===== config.mk =====
export PLATFORM = sky130hd
export DESIGN_NAME = irng_front
export DESIGN_NICKNAME = d
export VERILOG_FILES = /design/src/irng_pkg.sv /design/src/irng_front.sv
export SDC_FILE = /design/constraint.sdc
export NUM_CORES = 2
export LEC_CHECK = 0
export BUFFER_PORTS_ARGS = -buffer_cell sky130_fd_sc_hd__buf_4
export CORE_MARGIN = 3
export CORE_UTILIZATION = 40
export DETAILED_ROUTE_END_ITERATION = 10
export PLACE_DENSITY = 0.52
export SYNTH_ARGS = -nofsm -noshare
export SYNTH_HDL_FRONTEND = slang
export SYNTH_SLANG_ARGS = --single-unit

===== constraint.sdc =====
create_clock -name clk -period 10.6 [get_ports clk]
set_input_delay 1.06 -clock clk [delete_from_list [all_inputs] [get_ports clk]]
set_output_delay 1.06 -clock clk [all_outputs]
set_load 0.005 [all_outputs]

===== src/irng_pkg.sv =====
`timescale 1ns / 1ps

package irng_pkg;

	// default sizes
	localparam int SAMPLE_WIDTH_DEF    = 24;
	localparam int PHASE_FRAC_BITS_DEF = 32;

	// interpolation phase resolution and output gain (0.815 in Q16)
	localparam int          XQ_BITS    = 24;
	localparam int          XQ_W       = XQ_BITS + 1;
	localparam int          MUL_B_W    = XQ_W + 1;
	localparam logic [16:0] GAIN_Q16   = 17'd53412;
	localparam int          GAIN_SHIFT = 17;

	// random source: Galois LFSR x^32+x^22+x^2+x+1, shifting right
	localparam logic [31:0] LFSR_TAPS  = 32'h8020_0003;
	localparam logic [31:0] LFSR_RESET = 32'd1;

	// configuration register map
	localparam int          CFG_IDX_W           = 3;
	localparam int          CFG_DATA_W          = 35;
	localparam logic [2:0]  CFG_INTERP_ON       = 3'd0;
	localparam logic [2:0]  CFG_RATE_SOURCE     = 3'd1;
	localparam logic [2:0]  CFG_PHASE_INCREMENT = 3'd2;
	localparam logic [2:0]  CFG_INV_SAMPLE_RATE = 3'd3;
	localparam logic [2:0]  CFG_LFSR_SEED       = 3'd4;
	localparam logic [34:0] INV_SR_RESET        = 35'd6382652534;

	// depth of the front-to-back and result queues
	localparam int QUEUE_DEPTH = 2;

	typedef struct packed {
		logic        interp_on;
		logic        rate_source;
		logic [31:0] phase_increment;
		logic [34:0] inv_sample_rate;
	} cfg_t;

	function automatic logic [31:0] lfsr_next(input logic [31:0] cur);
		logic [31:0] nxt;
		nxt = {1'b0, cur[31:1]};
		if (cur[0]) begin
			nxt = nxt ^ LFSR_TAPS;
		end
		return nxt;
	endfunction

endpackage


===== src/irng_front.sv =====
`timescale 1ns / 1ps

// takes a tick, works out the phase step and the zero-rate flag
module irng_front #(
	parameter int PHASE_FRAC_BITS = irng_pkg::PHASE_FRAC_BITS_DEF
) (
	input  logic                     clk,
	input  logic                     arst_n,
	input  irng_pkg::cfg_t           cfg,
	input  logic                     push,
	output logic                     full,
	input  logic signed [31:0]       rate_in,
	input  logic                     q_full,
	output logic                     q_push,
	output logic [PHASE_FRAC_BITS:0] q_item
);

	localparam int PFB = PHASE_FRAC_BITS;

	typedef enum logic [1:0] {F_IDLE, F_MUL, F_SUM, F_PUSH} fstate_t;

	fstate_t        state_q;
	logic [31:0]    mag_q;
	logic           zero_q;
	logic [63:0]    plo_q;
	logic [34:0]    phi_q;
	logic [PFB-1:0] inc_q;

	logic [31:0]    rate_abs;
	logic [PFB-1:0] fixed_inc;
	logic [66:0]    full_prod;
	logic [PFB-1:0] rate_inc;

	assign rate_abs = rate_in[31] ? (~rate_in + 32'd1) : rate_in;

	generate
		if (PFB >= 32) begin : g_fix_wide
			assign fixed_inc = PFB'({cfg.phase_increment, (PFB - 32 + 1)'(0)} >> 1);
		end else begin : g_fix_narrow
			assign fixed_inc = cfg.phase_increment[31 -: PFB];
		end
	endgenerate

	// |rate| * inv_sample_rate, saturating below 1.0
	assign full_prod = {phi_q, 32'd0} + {3'd0, plo_q};
	assign rate_inc  = (|full_prod[66:64]) ? '1 : full_prod[63 -: PFB];

	assign full   = (state_q != F_IDLE);
	assign q_push = (state_q == F_PUSH) && !q_full;
	assign q_item = {zero_q, inc_q};

	always_ff @(posedge clk or negedge arst_n) begin
		if (!arst_n) begin
			state_q <= F_IDLE;
			mag_q   <= '0;
			zero_q  <= 1'b0;
			plo_q   <= '0;
			phi_q   <= '0;
			inc_q   <= '0;
		end else begin
			unique case (state_q)
				F_IDLE: begin
					if (push) begin
						if (cfg.rate_source) begin
							mag_q   <= rate_abs;
							zero_q  <= (rate_in == '0);
							state_q <= F_MUL;
						end else begin
							zero_q  <= (cfg.phase_increment == '0);
							inc_q   <= fixed_inc;
							state_q <= F_PUSH;
						end
					end
				end
				F_MUL: begin
					plo_q   <= 64'(mag_q) * 64'(cfg.inv_sample_rate[31:0]);
					phi_q   <= 35'(mag_q) * 35'(cfg.inv_sample_rate[34:32]);
					state_q <= F_SUM;
				end
				F_SUM: begin
					inc_q   <= rate_inc;
					state_q <= F_PUSH;
				end
				F_PUSH: begin
					if (!q_full) begin
						state_q <= F_IDLE;
					end
				end
				default: state_q <= F_IDLE;
			endcase
		end
	end

endmodule


======== Yosys cells after proc, flatten, opt, wreduce, memory -nomap -nowiden ========
Index checks and enable logic that the tools add are counted.
word-level totals
  flip-flop bits (word level) ............. 166
  bits of input ports ..................... 105
  output and inout port bits .............. 35
  logic and storage cells ................. 39
operators by class
  add/sub/neg operators ................... 2
  multipliers ............................. 2
  eq/ne operators ......................... 6
  mux-type cells .......................... 10
  bitwise logic cells ..................... 1
  reduce and logical (&&, ||, !) cells .... 12
operators by type and width
  cell                                                 number
  2-to-1 mux 32 bit                                    4
  adder 67 x 64 -> 67 bit                              1
  logical NOT 32 bit                                   2
  multiplier 32 x 32 -> 64 bit                         1
  case mux 32 bit (2 select lines)                     1
  multiplier 32 x 3 -> 35 bit                          1
  adder 32 x 1 -> 32 bit, second input constant        1
  NOT 32 bit                                           1
  case mux 2 bit (4 select lines)                      1
  2-to-1 mux 2 bit                                     3
  != test 2 bit, second input constant                 3
  AND reduction 3 bit                                  2
  equality test 2 bit, second input constant           2
  AND reduction 2 bit                                  2
  nonzero test 2 bit                                   2
  OR reduction 3 bit                                   1
  equality test 2 x 1 -> 1 bit, second input constant  1
  logical NOT 2 bit                                    1
  logical AND 1 bit                                    1
  logical NOT 1 bit                                    1
  2-to-1 mux 1 bit                                     1

======== Logic depth before layout (Yosys ltp) ========
  depth in word-level cells ............... 4
  depth in mapped cells ................... 28
  gate-level depth less buffers ........... 26

======== Worst setup path before layout ========
OpenSTA, ideal clock, no wires.
  path type ............................... input -> register
  from .................................... input port cfg[8] in the netlist's numbering
  to ...................................... register plo_q[60]
  setup time .............................. 0.125 ns
  arrival ................................. 8.121 ns
  data required time ...................... 10.475 ns
  slack ................................... 2.354 ns
  cell stages on the path ................. 24
  path buffers ............................ 1
  cells stage by stage .................... clkbuf_1 > nand2_1 > fa_1 > fa_1 > fa_1 > fa_1 > inv_1 > fa_1 > fa_1 > fa_1 > inv_1 > fa_1 > inv_1 > ha_1 > and3_1 > a211o_1 > o21a_1 > or4b_1 > o211ai_2 > o21ai_1 > a311o_1 > a21oi_2 > xnor2_1 > mux2_2
on the way
  word-level cells in the longest chain between the ends .. 1
ends and longest elaborated chain
  element                       RTL line          RTL
  start, declared               irng_front.sv:9   input irng_pkg::cfg_t cfg,
  multiplier 32 x 32 -> 64 bit  irng_front.sv:76  plo_q <= 64'(mag_q) * 64'(cfg.inv_sample_rate[31:0]);
  end signal, assigned          irng_front.sv:76
  end, declared                 irng_front.sv:25  logic [63:0] plo_q;
No other way between the ends.
A chain may end at the register's enable or synchronous reset.

======== Worst setup path in the final report ========
  from .................................... register mag_q[8]
  to ...................................... register plo_q[60]
on the way
  word-level cells in the longest chain between the ends .. 1
ends and longest elaborated chain
  element                       RTL line          RTL
  start, declared               irng_front.sv:23  logic [31:0] mag_q;
  start signal, assigned        irng_front.sv:65  mag_q <= rate_abs;
  multiplier 32 x 32 -> 64 bit  irng_front.sv:76
No other way between the ends.

==> results by stage <==
Status:
- The flow ran to the end, and the final reports show no timing, DRC or antenna violations.

Routing:
- The detailed router put a total of 52810 um of wire on met1.
- In the detailed route, the total length drawn on met2 is 59140 um.
- In the final routed layout, each cell accounts on average for 20.06 um.
- The overall via count from detail_route is 31050.
- The number of DRC markers after the initial detailed-route iteration is 1620.
- The count of nets left with antenna violations after detail routing is 0.
- The total wirelength of the detailed-routed design is 121700 um.
- The total DRC errors in the routed layout is 0.
- The routed design uses 4863 um of met3 wire.
- The first-pass detailed-route iteration total is 5.
- Dividing the detail-routed via count by the number of cells gives 5.118.
- The highest metal layer carrying signal wires in the routed design is met5.

Timing:
- The number of hold-slack violations in the final timing report was 0.
- The transition at the pin with the smallest max-transition slack is 1.217 ns.
- The final clock skew is 0.01106 ns.
- The share of the clock period used by the worst path is 0.8669.
- The number of setup violations in the final report is 0.
- The setup TNS is 0 ns.
- The max-slew violation count was 0.
- The worst slack on hold paths is 0.4825 ns.
- The post-layout minimum cycle time is about 9 ns.
- Setup repair after global routing left no endpoint under its margin.
- In this run the tightest slew margin relative to its limit is 0.1886.
- Derived from the worst setup path, the maximum achievable clock frequency is 108.8 MHz.
- The worst path meets setup with 1.411 ns of slack.

Flow run:
- The tool flagged a number of max-cap violations equal to 0.

CTS:
- The cell sitting at the root of the clock tree is a sky130_fd_sc_hd__clkbuf_16.
- CTS built an H-tree with a depth of 4.
- The TritonCTS clock tree is done.
- In this run, CTS created clock tree buffers numbering 17.
- The register clock-pin slew on the reported worst setup and hold paths is 0.06 ns.
- For this design, the sink count on the clock tree is 134.
- The maximum clock insertion buffer count is 2.
- The number of cells upsized or downsized after cts is 0.
- The number of buffers inserted for hold repair after clock tree synthesis is 0.
- The clock reaches the later pin of the worst-skew pair after 0.45 ns.
- Once the clock tree was built, the setup fixing pass inserted 0 buffers.

Setup path:
- The data required time at the worst endpoint is 10.94 ns.
- The critical path startpoint category is a flop.
- The arrival time at the worst endpoint is 9.53 ns.
- The worst setup path is captured at a flop.
- The path type of the worst setup path is reg -> reg.
- The highest fanout seen on the critical path is 20.

Yosys:
- The number of warning messages in the yosys log is 0.
- The main flop type after synthesis is sky130_fd_sc_hd__dfrtp_1.
- Yosys mapped a number of flops with a built-in enable equal to 0.
- By area the synthesized netlist is led by sky130_fd_sc_hd__fa_1 (43%), sky130_fd_sc_hd__ha_1 (9.7%), sky130_fd_sc_hd__and2_1 (9.3%).
- The biggest area contributor in the post-synthesis netlist is sky130_fd_sc_hd__fa_1.
- The cell with the most instances after synthesis is sky130_fd_sc_hd__inv_1.
- The total standard cell area after synthesis is 42680 um^2.
- The net count after synthesis is a little over 6000.
- In the synthesized netlist, the number of instances is 4706.
- Of the post-synthesis cell area, the dominant cell type holds 0.4348.
- The fraction of the yosys area taken by sequential cells is 0.07856.
- Counting instances in the post-synthesis netlist gives the leading cell types as sky130_fd_sc_hd__inv_1 (955), sky130_fd_sc_hd__fa_1 (927), sky130_fd_sc_hd__and2_1 (632), sky130_fd_sc_hd__nand2_1 (595), sky130_fd_sc_hd__ha_1 (331).
- The post-synthesis area per instance is 9.070 um^2.
- The proportion of synthesized flip-flops having asynchronous set or reset is 1.000.
- The netlist uses 66 different library cells.
- The total of flip-flops plus latches after synthesis is 134.

Layout:
- The ratio of cells with drive above 1 in the final layout is 0.06266.
- The layout-stage area growth over the synthesis result is 6.666%.
- The number of nets in the layout is about 6000.

Floorplanning:
- The initial cell density of the core is 0.4043.
- The area of the die is 110700 um^2.
- The I/O pin count is 140.
- Row generation in the floorplan step produced 119 rows.
- The y dimension of the die is roughly 330 um.
- In this run the horizontal extent of the chip is 332.7 um.
- The total core area is 105600 um^2.

Global route:
- The first global-routing pass estimated 195900 um of wire.
- The initial antenna violation count is 7.
- Global routing finished with a remaining overflow of 0.
- The number of global-route vias before repair is 33900.
- The maximum number of pins on one net before global-route repair is 72.
- The overall routing resource usage is 0.2293.

Placement:
- The count of buffers added on input and output ports is 138.
- The HPWL after detailed placement is 96480 um.
- The global placer's final weighted congestion is 0.8697.
- Before CTS, the worst setup slack after placement is 1.317 ns.

Hold path:
- The worst hold path belongs to the class reg -> reg.
==> cells by family after synthesis <==
family,Yosys count,synth area share
mux,49,0.01281
compound gates,433,0.06692
simple gates,1502,0.1791
xor+xnor,115,0.02360
buf+inv,1215,0.1072
flops,134,0.07856
fa+ha+maj,1258,0.5318
==> sequential cells by signal (all words and copies together) (netlist names) <==
register	count
mag_q	32
phi_q	35
inc_q	32
zero_q	1
state_q	2
plo_q	32
==> placed cells by master (no fill, tap or decap), types with 5 or more instances in the layout <==
cell type	n
sky130_fd_sc_hd__a211o_1	6
sky130_fd_sc_hd__a211oi_1	43
sky130_fd_sc_hd__a21boi_0	6
sky130_fd_sc_hd__a21o_1	70
sky130_fd_sc_hd__a21oi_1	91
sky130_fd_sc_hd__a311oi_1	5
sky130_fd_sc_hd__a31oi_1	14
sky130_fd_sc_hd__a41oi_1	5
sky130_fd_sc_hd__and2_1	632
sky130_fd_sc_hd__and3_1	16
sky130_fd_sc_hd__buf_4	195
sky130_fd_sc_hd__clkbuf_16	17
sky130_fd_sc_hd__clkinv_2	5
sky130_fd_sc_hd__dfrtp_1	133
sky130_fd_sc_hd__fa_1	927
sky130_fd_sc_hd__ha_1	330
sky130_fd_sc_hd__inv_1	955
sky130_fd_sc_hd__mux2_2	45
sky130_fd_sc_hd__nand2_1	595
sky130_fd_sc_hd__nand2b_1	11
sky130_fd_sc_hd__nand3_1	21
sky130_fd_sc_hd__nand4_1	25
sky130_fd_sc_hd__nor2_1	87
sky130_fd_sc_hd__nor2b_1	14
sky130_fd_sc_hd__nor3_1	48
sky130_fd_sc_hd__nor4_1	15
sky130_fd_sc_hd__o2111ai_1	5
sky130_fd_sc_hd__o211ai_1	8
sky130_fd_sc_hd__o21a_1	13
sky130_fd_sc_hd__o21ai_0	98
sky130_fd_sc_hd__o21ai_1	5
sky130_fd_sc_hd__o21bai_1	8
sky130_fd_sc_hd__o31ai_1	19
sky130_fd_sc_hd__o41ai_1	5
sky130_fd_sc_hd__or3_1	12
sky130_fd_sc_hd__or4_1	8
sky130_fd_sc_hd__xnor2_1	58
sky130_fd_sc_hd__xor2_1	57
==> path summary, 6_finish.rpt <==
check	from	endpoint	slack (ns)	depth (start not counted)
min in group asynchronous	arst_n	inc_q[5]	0.61	1
setup reg to reg	mag_q[8]	plo_q[60]	1.41	24
setup / recovery	mag_q[8]	plo_q[60]	1.41	24
hold reg to reg	mag_q[3]	mag_q[3]	0.48	2
hold / removal	mag_q[3]	mag_q[3]	0.48	2
max in group asynchronous	arst_n	mag_q[12]	8.53	2
==> cell type report <==
| cell class | instances | area (um^2) |
|---|---|---|
| Antenna cell | 1 | 2.502 |
| Clock buffer | 23 | 478.0 |
| Clock inverter | 9 | 100.1 |
| Fill cell | 10640 | 60040 |
| Inverter | 956 | 3588 |
| Multi-Input combinational cell | 3357 | 34770 |
| Sequential cell | 134 | 3354 |
| Tap cell | 1391 | 1740 |
| Timing Repair Buffer | 197 | 1495 |
==> routing by layer <==
metal | global-route usage | vias to the layer above
met4 | 0.07945 | 2
li1 | - | 14130
met2 | 0.3926 | 566
met3 | 0.03036 | 183
met1 | 0.2994 | 16170
met5 | 0 | -
==> through the flow <==
stage,std cells,instance area [um^2],util
3_3_place_gp,6035,44950,0.4258
4_1_cts,6067,45530,0.4313
3_5_place_dp,6035,44950,0.4258
2_1_floorplan,4706,42680,-
6_report,6068,45530,0.4313
5_1_grt,6068,45530,0.4313
==> worst max-delay path, stage by stage, from the launching register on <==
cell	delay, ns
sky130_fd_sc_hd__dfrtp_1	1.09
sky130_fd_sc_hd__buf_4	0.40
sky130_fd_sc_hd__nand2_1	0.10
sky130_fd_sc_hd__fa_1	0.49
sky130_fd_sc_hd__inv_1	0.05
sky130_fd_sc_hd__fa_1	0.51
sky130_fd_sc_hd__fa_1	0.59
sky130_fd_sc_hd__fa_1	0.46
sky130_fd_sc_hd__fa_1	0.51
sky130_fd_sc_hd__fa_1	0.42
sky130_fd_sc_hd__fa_1	0.54
sky130_fd_sc_hd__inv_1	0.07
sky130_fd_sc_hd__fa_1	0.49
sky130_fd_sc_hd__inv_1	0.04
sky130_fd_sc_hd__ha_1	0.34
sky130_fd_sc_hd__and3_1	0.24
sky130_fd_sc_hd__a221o_1	0.32
sky130_fd_sc_hd__a2111oi_0	0.75
sky130_fd_sc_hd__o21ai_1	0.18
sky130_fd_sc_hd__o211ai_2	0.22
sky130_fd_sc_hd__o21ai_1	0.16
sky130_fd_sc_hd__a311o_1	0.41
sky130_fd_sc_hd__a21oi_2	0.23
sky130_fd_sc_hd__xnor2_1	0.14
sky130_fd_sc_hd__mux2_2	0.28
Power is left out: the tool's default activity adds up to more than one toggle a clock period on the data nets, which glitch-free logic cannot reach.
