<file path="src/irng_pkg.sv">
`timescale 1ns / 1ps

package irng_pkg;

	// default sizes
	localparam int SAMPLE_WIDTH_DEF    = 24;
	localparam int PHASE_FRAC_BITS_DEF = 32;

	// interpolation phase resolution and output gain (0.815 in Q16)
	localparam int          XQ_BITS    = 24;
	localparam int          XQ_W       = XQ_BITS + 1;
	localparam int          MUL_B_W    = XQ_W + 1;
	localparam logic [16:0] GAIN_Q16   = 17'd53412;
	localparam int          GAIN_SHIFT = 17;

	// random source: Galois LFSR x^32+x^22+x^2+x+1, shifting right
	localparam logic [31:0] LFSR_TAPS  = 32'h8020_0003;
	localparam logic [31:0] LFSR_RESET = 32'd1;

	// configuration register map
	localparam int          CFG_IDX_W           = 3;
	localparam int          CFG_DATA_W          = 35;
	localparam logic [2:0]  CFG_INTERP_ON       = 3'd0;
	localparam logic [2:0]  CFG_RATE_SOURCE     = 3'd1;
	localparam logic [2:0]  CFG_PHASE_INCREMENT = 3'd2;
	localparam logic [2:0]  CFG_INV_SAMPLE_RATE = 3'd3;
	localparam logic [2:0]  CFG_LFSR_SEED       = 3'd4;
	localparam logic [34:0] INV_SR_RESET        = 35'd6382652534;

	// depth of the front-to-back and result queues
	localparam int QUEUE_DEPTH = 2;

	typedef struct packed {
		logic        interp_on;
		logic        rate_source;
		logic [31:0] phase_increment;
		logic [34:0] inv_sample_rate;
	} cfg_t;

	function automatic logic [31:0] lfsr_next(input logic [31:0] cur);
		logic [31:0] nxt;
		nxt = {1'b0, cur[31:1]};
		if (cur[0]) begin
			nxt = nxt ^ LFSR_TAPS;
		end
		return nxt;
	endfunction

endpackage

</file>
<file path="src/irng_fifo.sv">
`timescale 1ns / 1ps

// small register queue, first word fall-through
module irng_fifo #(
	parameter int WIDTH = 8,
	parameter int DEPTH = irng_pkg::QUEUE_DEPTH
) (
	input  logic             clk,
	input  logic             arst_n,
	input  logic             wr_en,
	input  logic [WIDTH-1:0] wr_data,
	input  logic             rd_en,
	output logic [WIDTH-1:0] rd_data,
	output logic             full,
	output logic             empty
);

	localparam int PW = (DEPTH > 1) ? $clog2(DEPTH) : 1;
	localparam int CW = $clog2(DEPTH + 1);

	logic [WIDTH-1:0] mem_q [DEPTH];
	logic [PW-1:0]    wr_ptr_q;
	logic [PW-1:0]    rd_ptr_q;
	logic [CW-1:0]    count_q;
	logic             do_wr;
	logic             do_rd;

	assign full    = (count_q == CW'(DEPTH));
	assign empty   = (count_q == '0);
	assign do_wr   = wr_en && !full;
	assign do_rd   = rd_en && !empty;
	assign rd_data = mem_q[rd_ptr_q];

	always_ff @(posedge clk) begin
		if (do_wr) begin
			mem_q[wr_ptr_q] <= wr_data;
		end
	end

	always_ff @(posedge clk or negedge arst_n) begin
		if (!arst_n) begin
			wr_ptr_q <= '0;
			rd_ptr_q <= '0;
			count_q  <= '0;
		end else begin
			if (do_wr) begin
				wr_ptr_q <= (wr_ptr_q == PW'(DEPTH - 1)) ? '0 : wr_ptr_q + PW'(1);
			end
			if (do_rd) begin
				rd_ptr_q <= (rd_ptr_q == PW'(DEPTH - 1)) ? '0 : rd_ptr_q + PW'(1);
			end
			if (do_wr && !do_rd) begin
				count_q <= count_q + CW'(1);
			end else if (do_rd && !do_wr) begin
				count_q <= count_q - CW'(1);
			end
		end
	end

endmodule

</file>
<file path="config.mk">
export PLATFORM = sky130hd
export DESIGN_NAME = irng_fifo
export DESIGN_NICKNAME = d
export VERILOG_FILES = /design/src/irng_pkg.sv /design/src/irng_fifo.sv
export SDC_FILE = /design/constraint.sdc
export NUM_CORES = 1
export LEC_CHECK = 0
export ABC_AREA = 0
export BUFFER_PORTS_ARGS = -buffer_cell sky130_fd_sc_hd__buf_4
export CORE_MARGIN = 8
export CORE_UTILIZATION = 35
export CTS_CLUSTER_DIAMETER = 120
export CTS_CLUSTER_SIZE = 14
export DETAILED_ROUTE_END_ITERATION = 12
export PLACE_DENSITY_LB_ADDON = 0.05
export SYNTH_ARGS = -nofsm -noshare
export SYNTH_HDL_FRONTEND = slang
export SYNTH_SLANG_ARGS = --single-unit
</file>
<file path="constraint.sdc">
create_clock -name clk -period 1.6 [get_ports clk]
set_input_delay 0.08 -clock clk [delete_from_list [all_inputs] [get_ports clk]]
set_output_delay 0.08 -clock clk [all_outputs]
set_load 0.1 [all_outputs]
</file>
# Word level (Yosys, flattened, before mapping)
# Memory sizes are Yosys's and may differ from the RTL's.
# Index checks and enable logic that the tools add are counted.
# word_totals
reg_bits	4
ram_bits	16
inputBits	12
out_inout_bits	10
word_cells	25
mem_count	1
# mem_list
memory	words	width	rd	rd_clocked_by_memory_dff	write_ports	line_no	source
mem_q	2	8	1	0	1	irng_fifo.sv:21	logic [WIDTH-1:0] mem_q [DEPTH];
# op_classes
n_addsub	4
n_eq_ne	1
muxes	6
n_reduce_logical	10
# ops
op	count
logical AND 1 bit	4
logical NOT 1 bit	4
2-to-1 mux 1 bit	4
2-to-1 mux 2 bit	2
adder 1 bit (second input constant)	2
adder 2 x 1 -> 2 bit (second input constant)	1
== test 2 bit (second input constant)	1
logical NOT 2 bit	1
nonzero test 2 bit	1
subtractor 2 x 1 -> 2 bit (second input constant)	1

# Depth between registers and ports, before layout
# Gate-level depths: netlist of the first run.
# logic_depth
word_depth	7
mapped_depth	7
ltp_nobuf	7

# Worst setup path after synthesis of the first run
# No wires, ideal clock.
# synth_timing
path_type	register to output
startpoint	reg count_q[0]
endpoint	out empty
arrival_ns	1.673
required_ns	1.520
slack_ns	-0.153
stages_incl_launch_ff	2
path_buffers	0
path_cell_list	dfrtp_1 nor2_1
# synth_between
elab_chain_cells	1
# synth_lines
element	line_no	source
start, declared	irng_fifo.sv:24	logic [CW-1:0] count_q;
start signal, assigned	irng_fifo.sv:53	count_q <= count_q + CW'(1);
start signal, assigned	irng_fifo.sv:55	count_q <= count_q - CW'(1);
logical NOT 2 bit	irng_fifo.sv:29	assign empty = (count_q == '0);
end, declared	irng_fifo.sv:15	output logic empty
# Every way passes these cells.

# Final worst setup path of the first run
# layout_timing
startpoint	reg rd_ptr_q
endpoint	out rd_data[7]
# layout_between
elab_chain_cells	1
# layout_lines
element	line_no	source
start, declared	irng_fifo.sv:23	logic [PW-1:0] rd_ptr_q;
start signal, assigned	irng_fifo.sv:50	rd_ptr_q <= (rd_ptr_q == PW'(DEPTH - 1)) ? '0 : rd_ptr_q + PW'(1);
memory (2 x 8 bit)	n/a	
end, declared	irng_fifo.sv:13	output logic [WIDTH-1:0] rd_data,
# Every way passes these cells.

==> results of run 1 <==
cell families (layout without fill, tap and decap cells):
logic type | after synthesis | count (layout) | share of synthesized area [%]
adders and majority gates | 1 | 1 | 1.60
xor gates and xnor gates | 5 | 5 | 6.56
AOI/OAI and AO/OA | 1 | 1 | 0.639
and+or+nand+nor | 6 | 6 | 3.84
muxes | 8 | 8 | 11.5
DFF | 20 | 20 | 74.2
buffers and inverters | 3 | 41 | 1.60
metal layers:
layer  global-route usage (%)  share of wire (%)
met5                        0                  0
met4                     3.34                  0
met3                     3.53                5.5
met2                     12.3                 50
met1                     7.26                 44
Yosys cell counts:
| cell | count | share of area (%) |
|---|---|---|
| edfxtp_1 | 16 | 61 |
| mux2_1 | 6 | 8.6 |
| dfrtp_1 | 4 | 13 |
| nor2_1 | 3 | 1.4 |
| inv_1 | 2 | 0.96 |
| mux2_2 | 2 | 2.9 |
| xnor2_1 | 2 | 2.2 |
| xor2_1 | 2 | 2.2 |
| and3_1 | 1 | 0.80 |
| buf_2 | 1 | 0.64 |
| ha_1 | 1 | 1.6 |
| nand2_2 | 1 | 0.80 |
| nand2b_1 | 1 | 0.80 |
| o21ai_1 | 1 | 0.64 |
| xnor2_2 | 1 | 2.1 |
sequential cells by signal, summed over array words and instances, names as in the netlist:
signal    cells
mem_q        16
count_q       2
rd_ptr_q      1
wr_ptr_q      1
through the flow:
stage               hold WS (ns)  setup WS [ns]  util (%)
floorplan                 -0.216          0.191         -
global placement          -0.116          0.250      46.5
detailed placement        -0.119          0.216      46.5
CTS                       0.0682         0.0835      52.0
global route              0.0859         0.0441      52.0
finish                    0.0735          0.106      52.0
critical path, stage by stage, from the launching register on:
cell     delay [ns]
dfrtp_2        0.52
mux2_2         0.37
buf_4          0.23
cell type report:
| type | instances | area (um2) |
|---|---|---|
| Timing Repair Buffer | 35 | 285 |
| Sequential cell | 20 | 582 |
| Inverter | 2 | 7.51 |
| Tap cell | 28 | 35.0 |
| Multi-Input combinational cell | 21 | 191 |
| Clock buffer | 3 | 22.5 |
| Fill cell | 193 | 1040 |
| Clock inverter | 1 | 3.75 |
cell usage in the layout, fill, tap and decap left out, types with 2 or more instances in the layout:
master,instances
dfrtp_1,3
xnor2_1,2
buf_4,26
dlygate4sd3_1,9
mux2_1,6
inv_1,2
nor2_1,2
xor2_1,2
clkbuf_4,3
edfxtp_1,16
mux2_2,2
timing repair:
item / in CTS / in global routing
endpoints found under the hold margin: 20 / 0
gates resized for setup: 1 / 0
hold buffers: 9 / 0
setup endpoints to repair: 8 / 0
worst paths after layout:
| path | from | endpoint | slack [ns] | cells past startpoint |
|---|---|---|---|---|
| worst min register to register | wr_ptr_q$_DFFE_PN0N_ | wr_ptr_q$_DFFE_PN0N_ | 0.53 | 1 |
| max in group asynchronous | arst_n | rd_ptr_q$_DFFE_PN0P_ | 1.38 | 2 |
| worst min-delay path | wr_en | wr_ptr_q$_DFFE_PN0N_ | 0.07 | 3 |
| min in group asynchronous | arst_n | count_q[1]$_DFFE_PN0P_ | 0.11 | 2 |
| worst max register to register | count_q[0]$_DFFE_PN0P_ | count_q[1]$_DFFE_PN0P_ | 0.20 | 7 |
| worst max-delay path | rd_ptr_q$_DFFE_PN0P_ | rd_data[7] | 0.11 | 2 |
==> flow_metrics.py, run 1 <==
metrics = {
    "drt": {
        "drtPass1Iterations": 2,
        "antenna_left": 0,
        "drt-initial-drc-count": 2,
        "drc": 0,
        "routedWlPerCell_um": 12.5,
        "drt-vias-per-instance": 4.24,
        "route.vias.total": 466,
        "routed_wl_um": 1370,
    },
    "critical_path": {
        "path_class": "reg2out",
        "cp.arrival_ns": 1.41,
        "cp-end-kind": "output port",
        "cp_max_fo": 9,
        "worst_setup_path_start_kind": "flop",
        "required_ns": 1.52,
    },
    "job": {
        "drv_cap": 0,
    },
    "synth": {
        "ys_warn_count": 0,
        "avgSynthCellArea_um2": 17.8,
        "ys_seq_area_share_pct": 74.2,
        "netlist_area_um2": 782,
        "syn_inst": 44,
        "ys_types": 15,
        "ys_ff_latch": 20,
        "synth_nets": 57,
    },
    "grt": {
        "antenna_found_initial": 0,
        "grt_pass1_wl_um": 2270,
        "grt_max_degree": 12,
        "grt.total_usage_pct": 7.22,
        "grt_overflow": 0,
        "grt_pass1_vias": 530,
    },
    "timing": {
        "min_period_over_period_pct": 93.4,
        "fin_skew_ns": 0.00325,
        "clock.fmax_mhz": 669,
        "fin_tns_setup_ns": 0,
        "tightest_slew_ns": 0.284,
        "setup_viol": 0,
        "relSlewSlack_pct": 81.2,
        "rsz0062_at_grt": "no",
        "hold_viol": 0,
        "post-route-min-period_ns": 1.49,
        "report.final.slew_viol_count": 0,
    },
    "placement": {
        "port_buffers": 21,
        "globalplace.congestion": 0.675,
        "place_inst": 97,
        "place_area_mm2": 0.00101,
        "place_hpwl_um": 1010,
    },
    "floorplanning": {
        "die_area_mm2": 0.00400,
        "core_area_mm2": 0.00217,
        "rows": 17,
        "die_h_um": 63.3,
        "die_w_um": 63.3,
        "ios": 22,
        "initial_core_util_pct": 36.0,
    },
    "finish": {
        "layout-drive-gt1-share_pct": 42.7,
        "instances_no_fill": 110,
        "syn2layout_area_growth_pct": 44.2,
        "fin_nets": 96,
        "antenna_cells": 0,
        "design_area_mm2": 0.00113,
    },
    "clocking": {
        "path_clk_slew_ns": 0.11,
        "cts_tree": "done",
        "clock_sinks": 20,
        "clock_path_buffers": 2,
        "cts-root-buf": "clkbuf_4",
        "cts-buffers-inserted": 3,
        "htreeDepth": 1,
        "postCtsSetupBuffers": 0,
        "clk_latency_ns": 0.29,
    },
    "status": {
        "status": "finished, final reports clean",
    },
    "worst_hold_path": {
        "hold_path.class": "in2reg",
    },
}
Power of run 1 is not shown: default switching activity piles up to over one toggle a cycle in this logic, so the estimate is an artifact.
==> run 2, diff against run 1 <==
--- a/config.mk
+++ b/config.mk
@@ -6,12 +6,12 @@
 export NUM_CORES = 1
 export LEC_CHECK = 0
 export ABC_AREA = 0
-export BUFFER_PORTS_ARGS = -buffer_cell sky130_fd_sc_hd__buf_4
 export CORE_MARGIN = 8
 export CORE_UTILIZATION = 35
 export CTS_CLUSTER_DIAMETER = 120
 export CTS_CLUSTER_SIZE = 14
 export DETAILED_ROUTE_END_ITERATION = 12
+export DONT_BUFFER_PORTS = 1
 export PLACE_DENSITY_LB_ADDON = 0.05
 export SYNTH_ARGS = -nofsm -noshare
 export SYNTH_HDL_FRONTEND = slang
==> constraint.sdc (replaced) <==
create_clock -name clk -period 1.75 [get_ports clk]
set_input_delay 0.0875 -clock clk [delete_from_list [all_inputs] [get_ports clk]]
set_output_delay 0.0875 -clock clk [all_outputs]
set_load 0.1 [all_outputs]
==> run 2 against run 1 <==
  * Die area is the same
  * Clock-buffer cell count is the same
  * Non-clock buffer count shrank 15
  * Register-to-register slack is essentially flat
  * Hold slack lost 0.057 ns
  * Design area shrank 9.9%
  * Flip-flop and latch count is the same
  * Largest cell class unchanged
==> flow_metrics.py, run 2 (same netlist as run 1, synthesis figures left out) <==
metrics = {
    "timing": {
        "setup_viol": 0,
        "relSlewSlack_pct": 65.2,
        "rsz0062_at_grt": "no",
        "clock.fmax_mhz": 628,
        "hold_viol": 0,
        "fin_tns_setup_ns": 0,
        "min_period_over_period_pct": 91.0,
        "post-route-min-period_ns": 1.59,
        "fin_skew_ns": 0.00396,
        "report.final.slew_viol_count": 0,
        "tightest_slew_ns": 0.524,
    },
    "critical_path": {
        "critical_path.top_delay_family": "multiplexers",
        "cp.arrival_ns": 1.50,
        "slowest_stage": "mux2_2",
        "cp-end-kind": "output port",
        "required_ns": 1.66,
        "path_class": "reg2out",
        "cpPeakStageDelay_ns": 0.61,
        "worst_setup_path_start_kind": "flop",
        "crit_chain": "mux2_2",
        "cp_num_buf_inv": 0,
        "cp_max_fo": 9,
    },
    "clocking": {
        "htreeDepth": 1,
        "path_clk_slew_ns": 0.10,
        "clock_sinks": 20,
        "clk_latency_ns": 0.28,
        "cts_hold_buf": 10,
        "cts-buffers-inserted": 3,
        "clock_path_buffers": 2,
        "cts_tree": "done",
        "cts-root-buf": "clkbuf_4",
        "postCtsSetupBuffers": 0,
        "cts_resized": 0,
    },
    "finish": {
        "final_common_cell": "edfxtp_1",
        "nFillCells": 194,
        "layout-drive-gt1-share_pct": 26.9,
        "fin_nets": 81,
        "antenna_cells": 0,
        "reg_top3": "mem_q: 16 flops, count_q: 2 flops",
        "largest_reg_flops": 16,
        "layout_common_cells": "16 x edfxtp_1, 10 x dlygate4sd3_1, 10 x buf_4, 6 x mux2_1, 4 x dfrtp_1",
        "syn2layout_area_growth_pct": 29.9,
        "top_register": "mem_q",
    },
    "worst_hold_path": {
        "hold_path.class": "in2reg",
    },
    "drt": {
        "drt-vias-per-instance": 4.56,
        "antenna_left": 0,
        "drc": 0,
        "drtPass1Iterations": 3,
        "routedWlPerCell_um": 14.6,
        "route.vias.total": 433,
        "drt-initial-drc-count": 2,
        "routed_wl_um": 1380,
    },
    "grt": {
        "grt_pass1_wl_um": 2290,
        "grt_pass1_vias": 492,
        "grt_overflow": 0,
        "antenna_found_initial": 0,
        "grt.total_usage_pct": 7.40,
        "grt_max_degree": 12,
    },
    "placement": {
        "port_buffers": 0,
        "place_hpwl_um": 1060,
        "globalplace.congestion": 0.670,
    },
    "floorplanning": {
        "initial_core_util_pct": 36.0,
        "die_w_um": 63.3,
        "die_h_um": 63.3,
        "rows": 17,
        "ios": 22,
        "die_area_mm2": 0.00400,
        "core_area_mm2": 0.00217,
    },
    "job": {
        "drv_cap": 0,
    },
    "status": {
        "status": "finished, final reports clean",
    },
}
-- run 2: changes by cell type in the layout (fill, tap and decap cells not counted), sizes merged --
| cell | previous run | this run |
|---|---|---|
| dlygate4sd3 | 9 | 10 |
| buf | 26 | 10 |
-- run 2: worst paths after layout --
| check | slack (ns) | from | cells past startpoint | end |
|---|---|---|---|---|
| max in group asynchronous | 1.53 | arst_n | 1 | count_q[0]$_DFFE_PN0P_ |
| setup reg to reg | 0.21 | count_q[0]$_DFFE_PN0P_ | 7 | count_q[1]$_DFFE_PN0P_ |
| setup / recovery | 0.16 | rd_ptr_q$_DFFE_PN0P_ | 1 | rd_data[7] |
| hold reg to reg | 0.52 | wr_ptr_q$_DFFE_PN0N_ | 1 | wr_ptr_q$_DFFE_PN0N_ |
| hold / removal | 0.02 | rd_en | 2 | rd_ptr_q$_DFFE_PN0P_ |
| min in group asynchronous | 0.06 | arst_n | 1 | rd_ptr_q$_DFFE_PN0P_ |
-- run 2: per-stage QoR --
step                util [%]  setup slack [ns]  instances  area, um2  hold WS, ns
finish                  46.8             0.158         95       1020       0.0163
global route            46.8            0.0642         95       1020      0.00746
global placement        41.0             0.349         81        890       -0.208
detailed placement      41.0             0.223         81        890       -0.208
floorplan                  -             0.341         44        785       -0.208
CTS                     46.8             0.101         95       1020       0.0118
-- run 2: per-layer routing --
metal | GRT usage [%] | up-vias | routed length, um
met3 | 2.83 | 2 | 84
met5 | 0 | - | 0
met4 | 3.34 | 0 | 7
li1 | - | 207 | -
met1 | 6.62 | 212 | 531
met2 | 14.2 | 12 | 760
-- run 2: layout make-up --
class	instances	area [um2]	share of cell area (%)
clock buffers	3	22.5	2.22
clock inverters	1	3.75	0.369
inverters	2	7.51	0.739
multi-input cells	21	191	18.8
flip-flops and latches	20	581	57.1
well taps	28	35.0	3.45
repair buffers	20	175	17.2
Power of run 2 is left out for the same reason.
